## config.mk

```make
export PLATFORM = sky130hd
export DESIGN_NAME = rsa_modular_exponentiation
export DESIGN_NICKNAME = d
export VERILOG_FILES = /design/src/rtl/rme_pkg.sv /design/src/rtl/rme_mod_step.sv /design/src/rtl/rme_core.sv /design/src/rtl/rsa_modular_exponentiation.sv
export SDC_FILE = /design/constraint.sdc
export NUM_CORES = 1
export LEC_CHECK = 0
export BUFFER_PORTS_ARGS = -buffer_cell sky130_fd_sc_hd__buf_2
export CAP_MARGIN = 20
export CORE_MARGIN = 2
export CORE_UTILIZATION = 53
export DETAILED_ROUTE_END_ITERATION = 8
export GPL_ROUTABILITY_DRIVEN = 1
export HOLD_SLACK_MARGIN = 0.02
export PLACE_DENSITY_LB_ADDON = 0.12
export SLEW_MARGIN = 20
export SYNTH_ARGS = -nofsm -noshare
export SYNTH_HDL_FRONTEND = slang
export SYNTH_SLANG_ARGS = --single-unit
```

## constraint.sdc

```tcl
create_clock -name clk -period 6.3 [get_ports clk]
set_input_delay 0.315 -clock clk [delete_from_list [all_inputs] [get_ports clk]]
set_output_delay 0.315 -clock clk [all_outputs]
set_load 0.05 [all_outputs]
```

## src/rtl/rme_pkg.sv

```systemverilog
// Package with the widths, register addresses and shared types of the modular exponentiator.
package rme_pkg;

    localparam int KEY_WIDTH = 16;
    localparam int MSG_WIDTH = 32;
    localparam int MSG_CNT_W = $clog2(MSG_WIDTH);
    localparam int KEY_CNT_W = $clog2(KEY_WIDTH);
    localparam int ADDR_W = 3;
    localparam int DATA_W = 32;

    localparam logic REG_EXPONENT = 1'b0;
    localparam logic REG_MODULUS = 1'b1;

    typedef struct packed {
        logic [KEY_WIDTH-1:0] remainder;
        logic [KEY_WIDTH-1:0] addend;
        logic                 add_en;
        logic [KEY_WIDTH-1:0] modulus;
    } step_req_t;

endpackage

```

## src/rtl/rme_mod_step.sv

```systemverilog
// Shared modular step unit: (2 * remainder + add_en * addend) mod modulus.
module rme_mod_step
    import rme_pkg::*;
(
    input  step_req_t            req,
    output logic [KEY_WIDTH-1:0] rem
);

    logic [KEY_WIDTH:0] dbl;
    logic [KEY_WIDTH:0] dbl_red;
    logic [KEY_WIDTH:0] sum;
    logic [KEY_WIDTH:0] sum_red;
    logic [KEY_WIDTH:0] mod_ext;

    // The remainder and the addend are both below the modulus, so one
    // conditional subtraction after each of the two steps suffices.
    always_comb
    begin
        mod_ext = {1'b0, req.modulus};
        dbl = {req.remainder, 1'b0};
        if (dbl >= mod_ext)
        begin
            dbl_red = dbl - mod_ext;
        end
        else
        begin
            dbl_red = dbl;
        end
        if (req.add_en)
        begin
            sum = {1'b0, dbl_red[KEY_WIDTH-1:0]} + {1'b0, req.addend};
        end
        else
        begin
            sum = {1'b0, dbl_red[KEY_WIDTH-1:0]};
        end
        if (sum >= mod_ext)
        begin
            sum_red = sum - mod_ext;
        end
        else
        begin
            sum_red = sum;
        end
        rem = sum_red[KEY_WIDTH-1:0];
    end

endmodule

```

## src/rtl/rme_core.sv

```systemverilog
// Sequencer that drives the shared modular step unit through reduction and square-and-multiply.
module rme_core
    import rme_pkg::*;
(
    input  logic                 clk,
    input  logic                 rst_n,
    input  logic                 in_valid,
    output logic                 in_stall,
    input  logic [MSG_WIDTH-1:0] message,
    input  logic [KEY_WIDTH-1:0] exponent,
    input  logic [KEY_WIDTH-1:0] modulus,
    output logic                 out_valid,
    input  logic                 out_stall,
    output logic [KEY_WIDTH-1:0] result,
    output logic                 modulus_error
);

    typedef enum logic [2:0] {
        S_IDLE,
        S_REDUCE,
        S_SQUARE,
        S_MULT,
        S_DONE
    } state_t;

    localparam logic [MSG_CNT_W-1:0] MSG_LAST = MSG_CNT_W'(MSG_WIDTH - 1);
    localparam logic [KEY_CNT_W-1:0] KEY_LAST = KEY_CNT_W'(KEY_WIDTH - 1);

    state_t               state_reg, state_next;
    logic [MSG_WIDTH-1:0] msg_reg, msg_next;
    logic [KEY_WIDTH-1:0] base_reg, base_next;
    logic [KEY_WIDTH-1:0] acc_reg, acc_next;
    logic [KEY_WIDTH-1:0] part_reg, part_next;
    logic [MSG_CNT_W-1:0] cnt_reg, cnt_next;
    logic [KEY_CNT_W-1:0] ebit_reg, ebit_next;
    logic                 err_reg, err_next;
    logic                 out_valid_reg, out_valid_next;
    logic [KEY_WIDTH-1:0] result_reg, result_next;
    logic                 out_err_reg, out_err_next;

    step_req_t            step_req;
    logic [KEY_WIDTH-1:0] step_rem;

    rme_mod_step u_step (
        .req (step_req),
        .rem (step_rem)
    );

    always_comb
    begin
        state_next = state_reg;
        msg_next = msg_reg;
        base_next = base_reg;
        acc_next = acc_reg;
        part_next = part_reg;
        cnt_next = cnt_reg;
        ebit_next = ebit_reg;
        err_next = err_reg;
        result_next = result_reg;
        out_err_next = out_err_reg;
        out_valid_next = out_valid_reg && out_stall;

        step_req.remainder = part_reg;
        step_req.addend = acc_reg;
        step_req.add_en = 1'b0;
        step_req.modulus = modulus;

        case (state_reg)
            S_IDLE:
            begin
                if (in_valid)
                begin
                    err_next = 1'b0;
                    if (modulus == '0)
                    begin
                        acc_next = '0;
                        err_next = 1'b1;
                        state_next = S_DONE;
                    end
                    else if (exponent == '0)
                    begin
                        acc_next = KEY_WIDTH'(1);
                        state_next = S_DONE;
                    end
                    else
                    begin
                        msg_next = message;
                        part_next = '0;
                        cnt_next = MSG_LAST;
                        state_next = S_REDUCE;
                    end
                end
            end
            S_REDUCE:
            begin
                step_req.addend = KEY_WIDTH'(1);
                step_req.add_en = msg_reg[cnt_reg];
                part_next = step_rem;
                cnt_next = cnt_reg - 1'b1;
                if (cnt_reg == '0)
                begin
                    base_next = step_rem;
                    acc_next = (modulus == KEY_WIDTH'(1)) ? '0 : KEY_WIDTH'(1);
                    part_next = '0;
                    cnt_next = MSG_CNT_W'(KEY_LAST);
                    ebit_next = KEY_LAST;
                    state_next = S_SQUARE;
                end
            end
            S_SQUARE:
            begin
                step_req.add_en = acc_reg[cnt_reg[KEY_CNT_W-1:0]];
                part_next = step_rem;
                cnt_next = cnt_reg - 1'b1;
                if (cnt_reg == '0)
                begin
                    acc_next = step_rem;
                    part_next = '0;
                    cnt_next = MSG_CNT_W'(KEY_LAST);
                    if (exponent[ebit_reg])
                    begin
                        state_next = S_MULT;
                    end
                    else if (ebit_reg == '0)
                    begin
                        state_next = S_DONE;
                    end
                    else
                    begin
                        ebit_next = ebit_reg - 1'b1;
                    end
                end
            end
            S_MULT:
            begin
                step_req.add_en = base_reg[cnt_reg[KEY_CNT_W-1:0]];
                part_next = step_rem;
                cnt_next = cnt_reg - 1'b1;
                if (cnt_reg == '0)
                begin
                    acc_next = step_rem;
                    part_next = '0;
                    cnt_next = MSG_CNT_W'(KEY_LAST);
                    if (ebit_reg == '0)
                    begin
                        state_next = S_DONE;
                    end
                    else
                    begin
                        ebit_next = ebit_reg - 1'b1;
                        state_next = S_SQUARE;
                    end
                end
            end
            S_DONE:
            begin
                if (!out_valid_reg || !out_stall)
                begin
                    result_next = acc_reg;
                    out_err_next = err_reg;
                    out_valid_next = 1'b1;
                    state_next = S_IDLE;
                end
            end
            default:
            begin
                state_next = S_IDLE;
            end
        endcase
    end

    always_ff @(posedge clk or negedge rst_n)
    begin
        if (!rst_n)
        begin
            state_reg <= S_IDLE;
            out_valid_reg <= 1'b0;
            result_reg <= '0;
            out_err_reg <= 1'b0;
        end
        else
        begin
            state_reg <= state_next;
            out_valid_reg <= out_valid_next;
            result_reg <= result_next;
            out_err_reg <= out_err_next;
        end
    end

    always_ff @(posedge clk)
    begin
        msg_reg <= msg_next;
        base_reg <= base_next;
        acc_reg <= acc_next;
        part_reg <= part_next;
        cnt_reg <= cnt_next;
        ebit_reg <= ebit_next;
        err_reg <= err_next;
    end

    assign in_stall = (state_reg != S_IDLE);
    assign out_valid = out_valid_reg;
    assign result = result_reg;
    assign modulus_error = out_err_reg;

endmodule

```

## src/rtl/rsa_modular_exponentiation.sv

```systemverilog
// Top level of the modular exponentiator with its register port.
//
// The input channel (in_valid, in_stall, message) takes one 32-bit message per
// transfer. The output channel (out_valid, out_stall, result, modulus_error)
// returns one result per message: (message mod n) to the power e, mod n.
// The exponent e and modulus n are written over the APB-style port at byte
// addresses 0 and 4; reads return their values. The user must write them
// only while the block is idle; the block itself does not enforce this.
// A zero modulus gives result 0 with modulus_error set; a zero exponent gives 1.
// One shared step unit computes (2r + a) mod n per cycle. A message is first
// reduced bit by bit, then each of the 16 exponent bits costs a modular
// squaring, plus a modular multiply when the bit is set. A zero modulus or
// zero exponent skips these steps and goes straight to the result.
// in_stall stays high from the transfer until the result
// is loaded into the output register. A stalled result holds in that
// register, and the block can take the next message meanwhile.
// Reset sets the exponent to 1, the modulus to 65535 and empties the block.
module rsa_modular_exponentiation
    import rme_pkg::*;
(
    input  logic                 clk,
    input  logic                 rst_n,
    input  logic                 in_valid,
    output logic                 in_stall,
    input  logic [MSG_WIDTH-1:0] message,
    output logic                 out_valid,
    input  logic                 out_stall,
    output logic [KEY_WIDTH-1:0] result,
    output logic                 modulus_error,
    input  logic                 psel,
    input  logic                 penable,
    input  logic                 pwrite,
    input  logic [ADDR_W-1:0]    paddr,
    input  logic [DATA_W-1:0]    pwdata,
    output logic [DATA_W-1:0]    prdata,
    output logic                 pready
);

    logic [KEY_WIDTH-1:0] exponent_reg, exponent_next;
    logic [KEY_WIDTH-1:0] modulus_reg, modulus_next;
    logic                 wr_en;

    assign pready = 1'b1;
    assign wr_en = psel && penable && pwrite;

    always_comb
    begin
        exponent_next = exponent_reg;
        modulus_next = modulus_reg;
        if (wr_en)
        begin
            case (paddr[2])
                REG_EXPONENT: exponent_next = pwdata[KEY_WIDTH-1:0];
                REG_MODULUS:  modulus_next = pwdata[KEY_WIDTH-1:0];
                default:      exponent_next = exponent_reg;
            endcase
        end
    end

    always_ff @(posedge clk or negedge rst_n)
    begin
        if (!rst_n)
        begin
            exponent_reg <= KEY_WIDTH'(1);
            modulus_reg <= '1;
        end
        else
        begin
            exponent_reg <= exponent_next;
            modulus_reg <= modulus_next;
        end
    end

    always_comb
    begin
        case (paddr[2])
            REG_EXPONENT: prdata = DATA_W'(exponent_reg);
            REG_MODULUS:  prdata = DATA_W'(modulus_reg);
            default:      prdata = '0;
        endcase
    end

    rme_core u_core (
        .clk           (clk),
        .rst_n         (rst_n),
        .in_valid      (in_valid),
        .in_stall      (in_stall),
        .message       (message),
        .exponent      (exponent_reg),
        .modulus       (modulus_reg),
        .out_valid     (out_valid),
        .out_stall     (out_stall),
        .result        (result),
        .modulus_error (modulus_error)
    );

endmodule

```

==> flow_summary.yaml, run 1 <==
synth:
  synthFlopType: "edfxtp_1"
  synth-seq-cells: 143
  synth_top_area_share_pct: 28.5
  synth-edff-count: 90
  yosys_warnings: 0
  synth_largest_area_cell: "edfxtp_1"
  syn_inst: 864
  ys_async_sr_fraction_pct: 37.1
  synth_area_um2: 9480
  seq_area_frac_synth_pct: 42.7
  synth_area_per_cell_um2: 11.0
  synth_area_leaders: "edfxtp_1 (29%), dfrtp_1 (9.5%), mux2_2 (8.2%), ha_1 (6.6%), mux4_2 (5.9%)"
  ys_types: 69
sta:
  max_freq_mhz: 155
  setup_viol: 18
  worst-slew-pin-transition_ns: 1.07
  rsz0062_at_grt: "yes"
  clock_skew_ns: 0.0108
  min_period_ns: 6.43
  hold_viol: 0
  drv_slew: 0
  slew_headroom_pct: 28.3
  post-route-period-util_pct: 102
  worst_slack_ns: -0.132
route:
  drc: 0
  routedWlPerCell_um: 20.1
  drt_iter0_markers: 598
  antenna_left: 0
  drt_wl_total_um: 27500
  vias: 8136
  vias_per_cell: 5.94
  dr.pass1.iters: 5
placed_design:
  placed_area_um2: 11300
  portBuffers: 90
  hpwl_um: 19500
  gp_congestion: 0.974
  preCtsSetupSlack_ns: -0.123
floorplanning:
  num_rows: 48
  initial_utilization_pct: 54.4
  die_h_um: 138
  die_area_um2: 19000
  core-area_um2: 17400
  chipWidth_um: 138
  boundaryPins: 126
clocking:
  cts_buffers: 17
  cts_tree: "yes"
  root_buffer: "clkbuf_16"
  clockBufferDepth: 2
  cts_max_level: 4
  clk_pin_slew_ns: 0.07
  clk_latency_ns: 0.43
  cts_hold_buffers: 0
  cts.sinks: 143
layout:
  antenna_cells: 0
  fin_area_um2: 12800
  final_cell_mix: "buf_4 (176), buf_2 (90), edfxtp_1 (90)"
  final_common_cell: "buf_4"
  area_delta_synth_final_pct: 35.0
  drive_above_1_share_pct: 46.9
  final_nets: 1258
  largest_register_ffs: 32
  post-route-util_pct: 73.4
min_path:
  hp-class: "primary input to asynchronous set/reset pin"
grt:
  grt_pass1_wl_um: 39900
  grt_max_degree: 54
  antenna_found_initial: 0
  gr-usage-all-layers_pct: 28.1
  first_global_vias: 7689
  overflow: 0
critical_path:
  cp_data_arrival_time_ns: 6.59
  cp_num_buf_inv: 7
  start_kind: "flip-flop"
  cpLargestDelayFamily: "compound AO/OA/AOI/OAI gates"
  critical_path.max_fanout: 5
  cpPeakStageDelay_ns: 0.57
  critPathCaptureType: "flip-flop"
  worst_path_max_delay_cell: "dfstp_2"
  cp.depth: 29
  reg2reg_depth: 29
  critPathKind: "flip-flop to flip-flop"
  cp_common_cell: "buf_4"
  critPathRequiredTime_ns: 6.46
run_status:
  violations: "negative setup slack"
  status: "finished, violations left"
job:
  drv_cap: 0
## layer usage
metal	track usage, %	wire length [µm]	part of all wire, %
met1	37.9	11600	42
met5	0	0	0
met4	10.4	736	2.7
met3	3.86	1510	5.5
met2	46.5	13600	50
## repair_timing
item / in CTS / in global routing
gates cloned: 0 / 2
resized for setup: 9 / 120
endpoints found under the setup margin: 22 / 48
pin swaps: 4 / 53
buffers inserted: 3 / 23
hold endpoints to repair: 0 / 0
## Yosys cell counts (4+ instances only)
library cell,instances
nor2b_1,7
nor4_1,14
and3_1,7
o22ai_1,11
nand4_1,13
o21ai_0,26
nor2_1,41
ha_1,50
o21ai_1,4
o2111ai_1,5
edfxtp_1,90
nor3_1,25
a211oi_1,5
or3_1,10
o21a_1,7
buf_4,18
dfstp_2,17
mux4_2,25
o21bai_1,5
xnor2_1,14
o2111a_1,4
mux2_2,69
a21o_1,19
or4_1,4
o211ai_1,6
mux2i_1,20
nand2_1,51
dfrtp_1,36
a31oi_1,4
and2_1,20
buf_2,5
clkbuf_1,21
xor2_1,15
nand3_1,25
o31ai_1,4
inv_1,52
nand2b_1,9
a21oi_1,53
a211o_1,5
## logic make-up after synthesis
logic type      Yosys count  synth area share [%]
compound gates          184                  13.2
simple gates            239                  13.0
mux                     114                  16.3
fa+ha+maj                53                  7.24
other cells               2                0.0793
xor+xnor                 29                  2.68
buf+inv                 100                  4.90
flops                   143                  42.7
## path summary, 6_finish.rpt
kind | startpoint | end | slack (ns)
setup / recovery | modulus_reg[15] | u_core.acc_reg[10] | -0.13
hold / removal | rst_n | exponent_reg[11] | 0.04
setup reg to reg | modulus_reg[15] | u_core.acc_reg[10] | -0.13
hold reg to reg | u_core.result[0] | u_core.result[0] | 0.50
max in group asynchronous | rst_n | u_core.result[10] | 5.75
min in group clk | message[10] | u_core.msg_reg[10] | 0.05
## cell type report
class / count / area, µm²
clock buffer: 17 / 425
clock inverter: 15 / 154
inverter: 53 / 203
sequential: 143 / 4050
tap: 225 / 282
multi-input combinational: 636 / 5690
timing repair buffer: 280 / 1990
fill: 1243 / 4630
## through the flow
stage                     TNS [ns]  instances  hold slack (ns)
after global placement      -0.236       1311            0.483
after global routing         -6.22       1369           0.0382
after CTS                        0       1346           0.0431
after detailed placement    -0.619       1311            0.488
final                        -1.18       1369           0.0388
after floorplan                  0        879           0.0194
Power of run 1 is not shown: default switching activity piles up to over one toggle a cycle in this logic, so the estimate is an artifact.
==> inputs of run 2 (changes only) <==
Settings changed: CORE_UTILIZATION 53 to 59.
Clock period 6.3 ns to 6.6 ns, I/O delays scaled along.
==> run 2 against run 1 <==
The flow now finishes without violations. Hold slack got worse by 0.0085 ns. Final area decreased by 9.5%. Maximum frequency increased by 0.39%. Global-route usage increased by 2.9 points. Clock skew increased by 0.00095 ns. Highest routed layer unchanged.
==> flow_summary.yaml, run 2 (same netlist as run 1, synthesis figures left out) <==
critical_path:
  critPathCaptureType: "flip-flop"
  reg2reg_depth: 31
  worstReg2RegEnd: "u_core.part_reg[14]"
  cp_common_cell: "buf_4"
  cpPeakStageDelay_ns: 0.57
  r2r_slack_ns: 0.19
  critical_path.max_fanout: 5
  worst_path_max_delay_cell: "dfstp_2"
  critPathRequiredTime_ns: 6.87
  cp_data_arrival_time_ns: 6.67
  critPathKind: "flip-flop to flip-flop"
  rr_startpoint: "modulus_reg[11]"
  start_kind: "flip-flop"
clocking:
  clockBufferDepth: 2
  cts.sinks: 143
  root_buffer: "clkbuf_16"
  cts_tree: "yes"
  cts_max_level: 4
  clk_latency_ns: 0.43
  clk_pin_slew_ns: 0.07
  cts_hold_buffers: 0
  cts_buffers: 17
sta:
  worst-slew-pin-transition_ns: 0.970
  slew_headroom_pct: 35.1
  hold_viol: 0
  post-route-period-util_pct: 97.1
  setup_viol: 0
  clock_skew_ns: 0.0118
  max_freq_mhz: 156
  drv_slew: 0
  min_period_ns: 6.41
placed_design:
  placed_cells: 1229
  gp_congestion: 0.918
  portBuffers: 90
  hpwl_um: 19800
layout:
  antenna_cells: 0
  final_cell_mix: "buf_4 (100), buf_2 (90), edfxtp_1 (90)"
  instances_no_fill: 1273
  final_common_cell: "buf_4"
  final_nets: 1171
  largest_register_ffs: 32
  multi_input_area_um2: 5220
  regArea_um2: 4050
  area_delta_synth_final_pct: 22.2
  drive_above_1_share_pct: 36.0
  fill_cells: 1158
grt:
  grt_max_degree: 54
  antenna_found_initial: 0
  grt_pass1_wl_um: 39700
  first_global_vias: 7604
  overflow: 0
  gr-usage-all-layers_pct: 31.0
floorplanning:
  initial_utilization_pct: 60.1
  die_h_um: 131
  boundaryPins: 126
  die_area_um2: 17100
  chipWidth_um: 131
  num_rows: 46
  core-area_um2: 15800
route:
  vias: 7821
  dr.pass1.iters: 7
  routedWlPerCell_um: 20.7
  vias_per_cell: 6.14
  drt_iter0_markers: 574
  drc: 0
  antenna_left: 0
  drt_wl_total_um: 26400
job:
  drv_cap: 0
min_path:
  hp-class: "primary input to asynchronous set/reset pin"
run_status:
  status: "complete, no violations"
run 2: cell type report:
class | count | share of cell area (%)
clock buffer | 18 | 3.71
multi-input combinational | 636 | 45.1
tap | 216 | 2.33
sequential | 143 | 35.0
timing repair buffer | 193 | 10.9
inverter | 53 | 1.72
clock inverter | 14 | 1.25
run 2: worst max-delay path, delay by kind of cell, from the launching register on:
kind            cells  cell delay (ns)
flops               1             0.57
simple gates        8             1.59
fa+ha+maj           3             0.99
compound gates     10             1.76
mux                 1             0.09
buf+inv             9             1.24
run 2: metrics by stage:
step / hold WS (ns) / area (µm²) / util, % / worst slack (ns) / setup TNS [ns]
floorplan: 0.0344 / 9530 / - / 0.208 / 0
CTS: 0.0457 / 11300 / 71.7 / 0.0197 / 0
detailed placement: 0.492 / 10700 / 68.0 / 0.0336 / 0
global route: 0.0535 / 11600 / 73.4 / -0.0613 / -0.331
global placement: 0.483 / 10700 / 68.0 / 0.142 / 0
finish: 0.0303 / 11600 / 73.4 / 0.193 / 0
run 2: worst max path at each step:
stage	cells after the start	slack, ns	endpoint	startpoint
final	31	0.19	u_core.part_reg[14]	modulus_reg[11]
after global routing	31	-0.06	u_core.part_reg[14]	modulus_reg[11]
after CTS	26	0.02	u_core.acc_reg[10]	modulus_reg[14]
after detailed placement	27	0.03	u_core.acc_reg[6]	modulus_reg[10]
after global placement	26	0.14	u_core.base_reg[10]	modulus_reg[10]
after floorplan	26	0.21	u_core.part_reg[10]	modulus_reg[1]
run 2: metal layers:
layer  vias to the layer above  global-route usage, %  part of all wire (%)
li1                       3610                      -                     -
met1                      3857                   38.9                    40
met2                       306                   55.1                    52
met3                        48                   5.29                   5.9
met4                         0                   9.51                   2.3
met5                         -                      0                     0
run 2: repair_timing:
action / CTS / global route
buffers inserted: 0 / 12
resized for setup: 1 / 37
endpoints found under the hold margin: 0 / 0
endpoints found under the setup margin: 3 / 48
pin swaps: 0 / 15
Power of run 2 is left out for the same reason.
